$ cat config.mk
export PLATFORM = sky130hd
export DESIGN_NAME = dpbd_div
export DESIGN_NICKNAME = d
export VERILOG_FILES = /design/src/hw/rtl/dpbd_pkg.sv /design/src/hw/rtl/dpbd_div.sv
export SDC_FILE = /design/constraint.sdc
export NUM_CORES = 1
export LEC_CHECK = 0
export BUFFER_PORTS_ARGS = -buffer_cell sky130_fd_sc_hd__buf_2
export CAP_MARGIN = 20
export CELL_PAD_IN_SITES_DETAIL_PLACEMENT = 1
export CELL_PAD_IN_SITES_GLOBAL_PLACEMENT = 2
export CORE_ASPECT_RATIO = 1.25
export CORE_MARGIN = 4
export CORE_UTILIZATION = 39
export CTS_CLUSTER_SIZE = 40
export DETAILED_ROUTE_END_ITERATION = 8
export PLACE_DENSITY_LB_ADDON = 0.1
export SLEW_MARGIN = 10
export SYNTH_ARGS = -nofsm -noshare
export SYNTH_HDL_FRONTEND = slang
export SYNTH_SLANG_ARGS = --single-unit
$ cat constraint.sdc
create_clock -name clk -period 8.3 [get_ports clk]
set_input_delay 2.49 -clock clk [delete_from_list [all_inputs] [get_ports clk]]
set_output_delay 2.49 -clock clk [all_outputs]
set_load 0.05 [all_outputs]
$ cat src/hw/rtl/dpbd_pkg.sv
// Shared constants and types for the dew point and breath detector.
// Used by dpbd_div, dew_point_breath_detector and dpbd_checker; depends on nothing else.
`timescale 1ns / 1ps
`default_nettype none
package dpbd_pkg;

	// Field widths.
	localparam int TEMP_W = 18;
	localparam int RH_W   = 17;
	localparam int THR_W  = 17;
	localparam int REF_W  = 19;
	localparam int DEW_W  = 18;
	localparam int CAL_W  = 2;

	// Calibration length and register reset value.
	localparam int unsigned CAL_SAMPLES_DEF = 3;
	localparam logic [THR_W-1:0] THR_RESET = 17'd100;

	// Serial divider sizing.
	localparam int DIV_NUM_W = 54;
	localparam int DIV_DEN_W = 37;

	// Log unit: Q30 mantissa squared once per cycle for each fraction bit.
	localparam int M_W     = 31;
	localparam int FRAC_W  = 24;
	localparam int LOG_ITER = 24;
	localparam int LCNT_W  = 5;
	localparam logic signed [29:0] LOG2_1E5_Q24 = 30'sd278663526;
	localparam logic [31:0] LN2_Q32 = 32'd2977044472;

	// Magnus constants in fixed point.
	localparam logic [10:0] TEMP_COEF = 11'd1762;
	localparam logic [17:0] TEMP_OFS  = 18'd243120;
	localparam logic [24:0] DEW_COEF  = 25'd24312000;
	localparam logic signed [39:0] DEN_BASE = 40'sd29561454592;

	// Saturation limits of the dew point.
	localparam logic signed [DEW_W-1:0] DEW_MIN = -18'sd100000;
	localparam logic signed [DEW_W-1:0] DEW_MAX = 18'sd125000;

	// Result kinds.
	typedef enum logic [1:0] {
		KIND_CAL  = 2'd0,
		KIND_MEAS = 2'd1,
		KIND_FAIL = 2'd2
	} kind_t;

endpackage
`default_nettype wire

$ cat src/hw/rtl/dpbd_div.sv
// Bit-serial restoring divider with round-to-nearest, one quotient bit per cycle.
// Depends on dpbd_pkg for its default widths.
`timescale 1ns / 1ps
`default_nettype none
module dpbd_div #(
	parameter int NUM_W = dpbd_pkg::DIV_NUM_W,
	parameter int DEN_W = dpbd_pkg::DIV_DEN_W
) (
	input  wire logic             clk,
	input  wire logic             arst_n,
	input  wire logic             start,
	input  wire logic [NUM_W-1:0] num,
	input  wire logic [DEN_W-1:0] den,
	output logic                  busy,
	output logic [NUM_W-1:0]      quot
);
	localparam int CNT_W = $clog2(NUM_W + 1);

	logic [NUM_W-1:0] dvd_q;
	logic [DEN_W-1:0] rem_q;
	logic [DEN_W-1:0] den_q;
	logic [CNT_W-1:0] cnt_q;
	logic             run_q;
	logic [DEN_W:0]   shifted;
	logic             ge;
	logic [DEN_W:0]   diff;

	// One trial subtraction per cycle.
	always_comb begin
		shifted = {rem_q, dvd_q[NUM_W-1]};
		ge      = shifted >= {1'b0, den_q};
		diff    = shifted - {1'b0, den_q};
	end

	// Control state.
	always_ff @(posedge clk or negedge arst_n) begin
		if (!arst_n) begin
			run_q <= 1'b0;
			cnt_q <= '0;
		end else if (start) begin
			run_q <= 1'b1;
			cnt_q <= CNT_W'(NUM_W);
		end else if (run_q) begin
			cnt_q <= cnt_q - 1'b1;
			if (cnt_q == CNT_W'(1)) begin
				run_q <= 1'b0;
			end
		end
	end

	// Dividend shifts out at the top while quotient bits enter at the bottom.
	always_ff @(posedge clk) begin
		if (start) begin
			dvd_q <= num + NUM_W'(den >> 1);
			rem_q <= '0;
			den_q <= den;
		end else if (run_q) begin
			dvd_q <= {dvd_q[NUM_W-2:0], ge};
			rem_q <= ge ? diff[DEN_W-1:0] : shifted[DEN_W-1:0];
		end
	end

	assign busy = run_q;
	assign quot = dvd_q;
endmodule
`default_nettype wire

* After elaboration in Yosys (flattened, before gate mapping)
Cells that the tools add are included.
** Word-level totals
- Flip-flop bits (word level) :: 135
- Bits of input ports :: 94
- Output and inout port bits :: 55
- Logic and storage cells :: 19
** Cells by class
- Add/subtract/negate cells :: 3
- Order comparisons :: 1
- Equal/unequal tests :: 1
- Mux-type cells :: 8
- Reductions and logical operators :: 1
** Operator list (count)
- $mux W54 :: 2
- $add A54 B36 Y54 :: 1
- $ge A38 B37 Y1 :: 1
- $mux W37 :: 1
- $sub A37 B37 Y37 :: 1
- $mux W6 :: 2
- $eq A6 B1 Y1 const B :: 1
- $sub A6 B1 Y6 const B :: 1
- $mux W1 :: 3
- $reduce_bool A2 Y1 :: 1

* Logic depth before layout (Yosys ltp)
Gate-level depths: netlist of run 1.
- Word-level depth :: 4
- Gate-level depth with buffers :: 13
- Mapped depth without buffers :: 12

* Worst setup path after synthesis of run 1
OpenSTA, ideal clock, no wires.
- Kind :: input-to-reg
- Start point :: input port num[0]
- End point :: register dvd_q[36] (netlist: quot[36]), data pin
- Setup time :: 0.260 ns
- Arrival time :: 4.933 ns
- Required time :: 8.040 ns
- Setup slack :: 3.107 ns
- Cell stages on the path :: 10
- Path buffers :: 0
- Path through :: ha_1 -> fa_1 -> a21oi_1 -> o211ai_1 -> a41oi_1 -> a21oi_2 -> o41ai_4 -> a21oi_1 -> xor2_1 -> mux2_2
** Between the ends
- Word-level cells in the longest chain between the ends :: 2
** RTL lines
- from (decl) :: RTL line dpbd_div.sv:12 : input wire logic [NUM_W-1:0] num,
- $add A54 B36 Y54 :: RTL line dpbd_div.sv:54 : dvd_q <= num + NUM_W'(den >> 1);
- $mux W54 :: RTL line dpbd_div.sv:53 : if (start) begin
- to (signal assigned) :: RTL line dpbd_div.sv:54
- to (signal assigned) :: RTL line dpbd_div.sv:58 : dvd_q <= {dvd_q[NUM_W-2:0], ge};
- to (decl) :: RTL line dpbd_div.sv:19 : logic [NUM_W-1:0] dvd_q;
Every way passes these cells.
A chain may end at the register's enable or synchronous reset.

* Final worst setup path of run 1
- Start point :: input port num[0]
- End point :: register dvd_q[50] (netlist: quot[50]), data pin
The elaborated chain is that of the path after synthesis.

==> flow_summary_export.csv, run 1 <==
group,metric,value,unit
status,status,"finished, final reports clean",
setup_path,crit_fanout,9,
grt,grt_first_pass_wirelength,55.2,mm
power,netSwitchingPower,1.18,mW
setup_path,rr_worst_depth,12,
logic_synthesis,synthTopCellsByArea,"edfxtp_1 26%, ha_1 8.9%, dfxtp_1 7.0%, a21oi_1 4.7%, xnor2_1 4.2%",
timing,rsz0062_at_grt,"no",
timing,max_slew_margin,43.5,%
logic_synthesis,ys_types,88,
power,seqPwrFrac,32.1,%
placement,gp_congestion,0.919,
clock_network,cts_max_level,4,
grt,antenna_found_initial,3,
clock_network,cts_num_sinks,135,
clock_network,clkLatencyLatePin,430,ps
die,core.rowCount,67,
power,p_clk_share,25.8,%
logic_synthesis,synth_ff_type,"edfxtp_1",
timing,fin_skew,9.25,ps
grt,overflow,0,
setup_path,cp_slowest_cell,"o41ai_4",
timing,fmax,189,MHz
hold_path,hold_class,"flop to flop",
logic_synthesis,seq_area_frac_synth,34.5,%
layout,post-route-util,45.2,%
setup_path,critical-path-top-delay-family,"compound AO/OA/AOI/OAI gates",
setup_path,max_stage_delay,630,ps
grt,grt_util_all_layers,23.4,%
power,intPower,1.71,mW
grt,grt_pass1_vias,10100,
routing,wl_per_cell,21.1,um
logic_synthesis,avgSynthCellArea,8.82,um^2
setup_path,worstPathCellList,"buf_2 > ha_1 > fa_1 > a21oi_1 > o211ai_1 > a41oi_1 > buf_4 > a21oi_2 > o41ai_4 > a2111oi_0 > xnor2_1 > a21oi_1",
timing,min_period,5280,ps
setup_path,crit_arrival,5430,ps
clock_network,cts_made_buffers,17,
logic_synthesis,synth-seq-cells,135,
logic_synthesis,yosys_warnings,0,
clock_network,cts.clk_slew.worst_paths,60,ps
grt,grt_max_degree,91,
power,comb_power_share,42.1,%
clock_network,tritoncts,"yes",
logic_synthesis,yosysTopAreaCell,"edfxtp_1",
timing,setup_slack,3020,ps
power,p_per_area,239,mW/mm^2
timing,drv_slew,0,
setup_path,critPathKind,"primary input to flop",
placement,dp_hpwl,26.8,mm
layout,layout_commonest_cell,"buf_2",
timing,fin_tns_setup,0,ps
routing,vias,9633,
routing,drt-total-wl,35.1,mm
clock_network,cts_root_buf,"clkbuf_16",
layout,fin_nets,1473,
routing,drt-initial-drc-count,518,
clock_network,clockBufferDepth,2,
logic_synthesis,synth_area,0.0106,mm^2
setup_path,endpoint_kind,"flop",
clock_network,cts_resized,0,
logic_synthesis,synth_nets,1371,
layout,final_layout_size_suffix_gt1_share,17.7,%
setup_path,crit_required,8450,ps
layout,final_area,0.0121,mm^2
logic_synthesis,synthArstFlopShare,5.19,%
setup_path,cp.depth,12,
power,switching_share,40.8,%
timing,setup_viol_count_final,0,
logic_synthesis,synth_top_area_share,25.8,%
power,ir_worst_vdd,0.131,mV
setup_path,cp_common_cell,"a21oi_1",
layout,layout_common_cells,"147 x buf_2, 99 x a21oi_1, 95 x nand2_1, 95 x nor2_1, 91 x edfxtp_1",
die,die_area,0.0299,mm^2
timing,worst_slew_pin_slew,844,ps
setup_path,path_buf_inv,2,
routing,drc_errors,0,
clock_network,ctsHoldBuffers,0,
die,fp.dieH,192,um
logic_synthesis,synth_cells,1200,
die,core-area,0.0267,mm^2
timing,finalHoldViolCount,0,
die,dieWidth,155,um
setup_path,startpoint_type,"primary input",
timing,timing.final.crit_share,63.6,%
placement,dp_slack,2590,ps
routing,via_per_inst,5.80,
logic_synthesis,synth_edf_count,91,
power,p_leak,5.01,nW
hold_path,hold_depth,2,
clock_network,post_cts_buffers,0,
routing,antenna_left,0,
routing,drtPass1Iterations,7,
placement,port_buffers,148,
die,initial_utilization,39.6,%
layout,synthToLayoutAreaGrowth,14.2,%
placement,placed_cell_area,0.0115,mm^2
die,pin_count,149,
flow_run,max_cap_viol_count,0,
[per-stage QoR]
stage	power (mW)	hold WS [ps]	instances
floorplan	1.83	472	1200
CTS	2.91	508	1660
global placement	2.14	493	1628
finish	2.89	507	1662
global route	3.06	529	1662
detailed placement	2.15	497	1628
[power by group through the flow]
stage               Combinational, mW  Sequential, mW  Clock [mW]
floorplan                       0.718            1.11           0
global placement                 1.20           0.939           0
detailed placement               1.21           0.939           0
CTS                              1.22           0.928       0.759
global route                     1.34           0.943       0.783
finish                           1.22           0.927       0.743
[final timing paths]
path | slack, ps | startpoint | end
max | 3020 | num[0] | quot[50]$_DFFE_PP_
min | 510 | rem_q[26]$_SDFFE_PP0P_ | rem_q[27]$_SDFFE_PP0P_
max reg2reg | 4340 | quot[53]$_DFFE_PP_ | rem_q[3]$_SDFFE_PP0P_
min reg2reg | 510 | rem_q[26]$_SDFFE_PP0P_ | rem_q[27]$_SDFFE_PP0P_
max in group asynchronous | 6250 | arst_n | busy$_DFF_PN0_
min in group asynchronous | 1880 | arst_n | cnt_q[1]$_DFFE_PN0P_
[Yosys cell counts, types with 10 or more instances]
library cell / number
clkbuf_1: 53
a21o_1: 33
nand2_1: 95
nand3_1: 49
o21a_1: 15
o21bai_1: 14
xnor2_1: 51
o21ai_0: 67
nor2_1: 95
nor3_1: 21
nand4_1: 29
a211oi_1: 15
a21oi_1: 99
a311oi_1: 27
o211ai_1: 17
nor2b_1: 10
and3_1: 13
mux2_2: 27
xor2_1: 20
o31ai_1: 11
inv_1: 65
edfxtp_1: 91
a31oi_1: 15
ha_1: 75
dfxtp_1: 37
buf_2: 11
[worst min-delay path: cells and delay by family (launching register included)]
family | cells | cell delay (ps)
flops | 1 | 320
compound gates | 1 | 70
simple gates | 1 | 60
[layer usage]
metal  global-route usage (%)  vias to the layer above  routed length, um
met3                     2.86                       44                815
met1                     30.3                     4717              15900
met5                        0                        -                 13
li1                         -                     4718                  -
met2                     41.2                      152              17700
met4                     6.37                        2                583
[kinds of logic after synthesis]
logic type / after synthesis / share of synthesized area (%)
fa+ha+maj: 77 / 9.25
simple gates: 360 / 16.3
mux: 28 / 2.97
compound gates: 390 / 25.9
buf+inv: 139 / 5.24
flops: 135 / 34.5
xor+xnor: 71 / 5.88
[cell type report]
| class | count | area, um^2 |
|---|---|---|
| antenna | 2 | 5.00 |
| clock buffer | 22 | 444 |
| clock inverter | 10 | 105 |
| fill | 3201 | 14700 |
| inverter | 66 | 248 |
| multi-input combinational | 926 | 6380 |
| sequential | 135 | 3650 |
| tap | 345 | 432 |
| timing repair buffer | 156 | 816 |
[state kept, by name, indices dropped and copies added, names as in the netlist]
name / flops
quot: 54
den_q: 37
busy: 1
cnt_q: 6
rem_q: 37
(Power assumes the default switching activity.)
==> run 2, diff against run 1 <==
CORE_UTILIZATION = 36   (was 39)
clock period = 5.5 ns   (was 8.3 ns; I/O delays follow)
==> run 2 against run 1 <==
Net effect: utilization shrank 2.7 points; count of clock-buffer cells in the layout shrank 4; final area grew 1.0%; combinational power grew 52%; largest cell class unchanged; sequential share of layout area shrank 0.31 points; non-clock buffer count grew 3; clock power grew 64%; wire length grew 3.5%; setup slack lost 2000 ps; die area grew 7.9%; clock skew shrank 1.3 ps.
==> flow_summary_export.csv, run 2 (synthesis results as in run 1) <==
group,metric,value,unit
die,dieWidth,161,um
layout,seqCellArea,0.00365,mm^2
routing,vias,9660,
die,fp.dieH,200,um
timing,fmax,225,MHz
die,die_area,0.0322,mm^2
timing,finalHoldViolCount,0,
timing,rsz0062_at_grt,"no",
clock_network,clockBufferDepth,2,
placement,gp_congestion,0.873,
routing,drtPass1Iterations,5,
routing,antenna_left,0,
power,p_leak,5.05,nW
setup_path,critPathKind,"primary input to flop",
setup_path,endpoint_kind,"flop",
routing,wl_per_cell,21.2,um
routing,drc_errors,0,
grt,grt_pass1_vias,10400,
clock_network,cts.clk_slew.worst_paths,60,ps
clock_network,post_cts_buffers,0,
layout,largest_reg_flops,54,
layout,final_layout_size_suffix_gt1_share,18.2,%
layout,fin_nets,1476,
setup_path,crit_arrival,4630,ps
die,pin_count,149,
clock_network,cts_num_sinks,135,
layout,fin_cells,1709,
timing,fin_skew,7.93,ps
grt,overflow,0,
die,initial_utilization,36.8,%
layout,layout_common_cells,"147 x buf_2, 99 x a21oi_1, 95 x nand2_1, 95 x nor2_1, 91 x edfxtp_1",
placement,dp_hpwl,28.2,mm
timing,fin_tns_setup,0,ps
timing,timing.hold.ws,507,ps
grt,antenna_found_initial,1,
clock_network,cts_made_buffers,17,
layout,multiInputGateArea,0.00638,mm^2
setup_path,crit_required,5680,ps
power,ir_worst_vdd,0.219,mV
timing,worst_slew_pin_slew,1020,ps
timing,min_period,4450,ps
clock_network,cts_resized,0,
grt,grt_first_pass_wirelength,57.9,mm
status,status,"finished, final reports clean",
die,core-area,0.0287,mm^2
hold_path,hold_class,"flop to flop",
die,core.rowCount,69,
layout,layout_commonest_cell,"buf_2",
layout,fill_cells,3395,
clock_network,clkLatencyLatePin,420,ps
placement,port_buffers,148,
power,p_per_area,367,mW/mm^2
clock_network,tritoncts,"yes",
setup_path,crit_fanout,9,
grt,grt_max_degree,49,
timing,timing.final.crit_share,80.9,%
timing,setup_viol_count_final,0,
routing,drt-initial-drc-count,449,
setup_path,startpoint_type,"primary input",
power,total_power,4.47,mW
timing,drv_slew,0,
layout,post-route-util,42.5,%
placement,post-place-cells,1676,
clock_network,ctsHoldBuffers,0,
timing,max_slew_margin,31.7,%
routing,via_per_inst,5.65,
flow_run,max_cap_viol_count,0,
clock_network,cts_max_level,4,
grt,grt_util_all_layers,22.7,%
layout,synthToLayoutAreaGrowth,15.3,%
clock_network,cts_root_buf,"clkbuf_16",
routing,drt-total-wl,36.3,mm
run 2: cell count changes in the layout (fill, tap and decap cells not counted):
cell	before	now
buf_12	1	0
buf_4	8	12
bufinv_16	2	4
clkbuf_1	5	1
clkinv_4	1	3
diode_2	2	1
run 2: stage by stage:
stage / area (um^2) / worst slack (ps)
after CTS: 12200 / 1040
after floorplan: 10600 / 1150
after global routing: 12200 / 820
final: 12200 / 1050
after detailed placement: 11600 / 614
after global placement: 11600 / 648
run 2: where the power goes:
part,internal (mW),switching [mW],leakage (nW)
Sequential,1.28,0.120,1.30
Clock,0.754,0.467,0.292
Combinational,0.638,1.22,3.45
run 2: layout make-up:
type,count,share of cell area (%)
multi-input combinational,926,52.3
sequential,135,29.9
timing repair buffer,159,6.77
tap,390,4.00
clock buffer,18,3.52
inverter,66,2.03
clock inverter,14,1.50
antenna,1,0.0205
run 2: path summary, 6_finish.rpt:
| path | from | endpoint | slack, ps | cells past startpoint |
|---|---|---|---|---|
| min reg2reg | rem_q[26]$_SDFFE_PP0P_ | rem_q[27]$_SDFFE_PP0P_ | 510 | 2 |
| max in group asynchronous | arst_n | busy$_DFF_PN0_ | 4280 | 1 |
| min in group asynchronous | arst_n | cnt_q[3]$_DFFE_PN0P_ | 1050 | 1 |
| max | num[0] | quot[36]$_DFFE_PP_ | 1050 | 12 |
| min | rem_q[26]$_SDFFE_PP0P_ | rem_q[27]$_SDFFE_PP0P_ | 510 | 2 |
| max reg2reg | quot[53]$_DFFE_PP_ | rem_q[8]$_SDFFE_PP0P_ | 1540 | 12 |
run 2: metal layers:
metal  share of wire, %  vias up  track usage, %
met2                 51      154            40.9
li1                   -     4739               -
met5                  0        -               0
met1                 45     4732            28.9
met3                2.7       35            3.24
met4                1.7        0            5.53
run 2: critical path, cell delays in order:
cell,delay (ps)
buf_2,100
ha_1,270
fa_1,430
a21oi_1,270
o211ai_1,180
a41oi_1,240
buf_4,180
a21oi_2,90
o41ai_4,600
a21oi_1,170
xor2_1,180
mux2_2,260
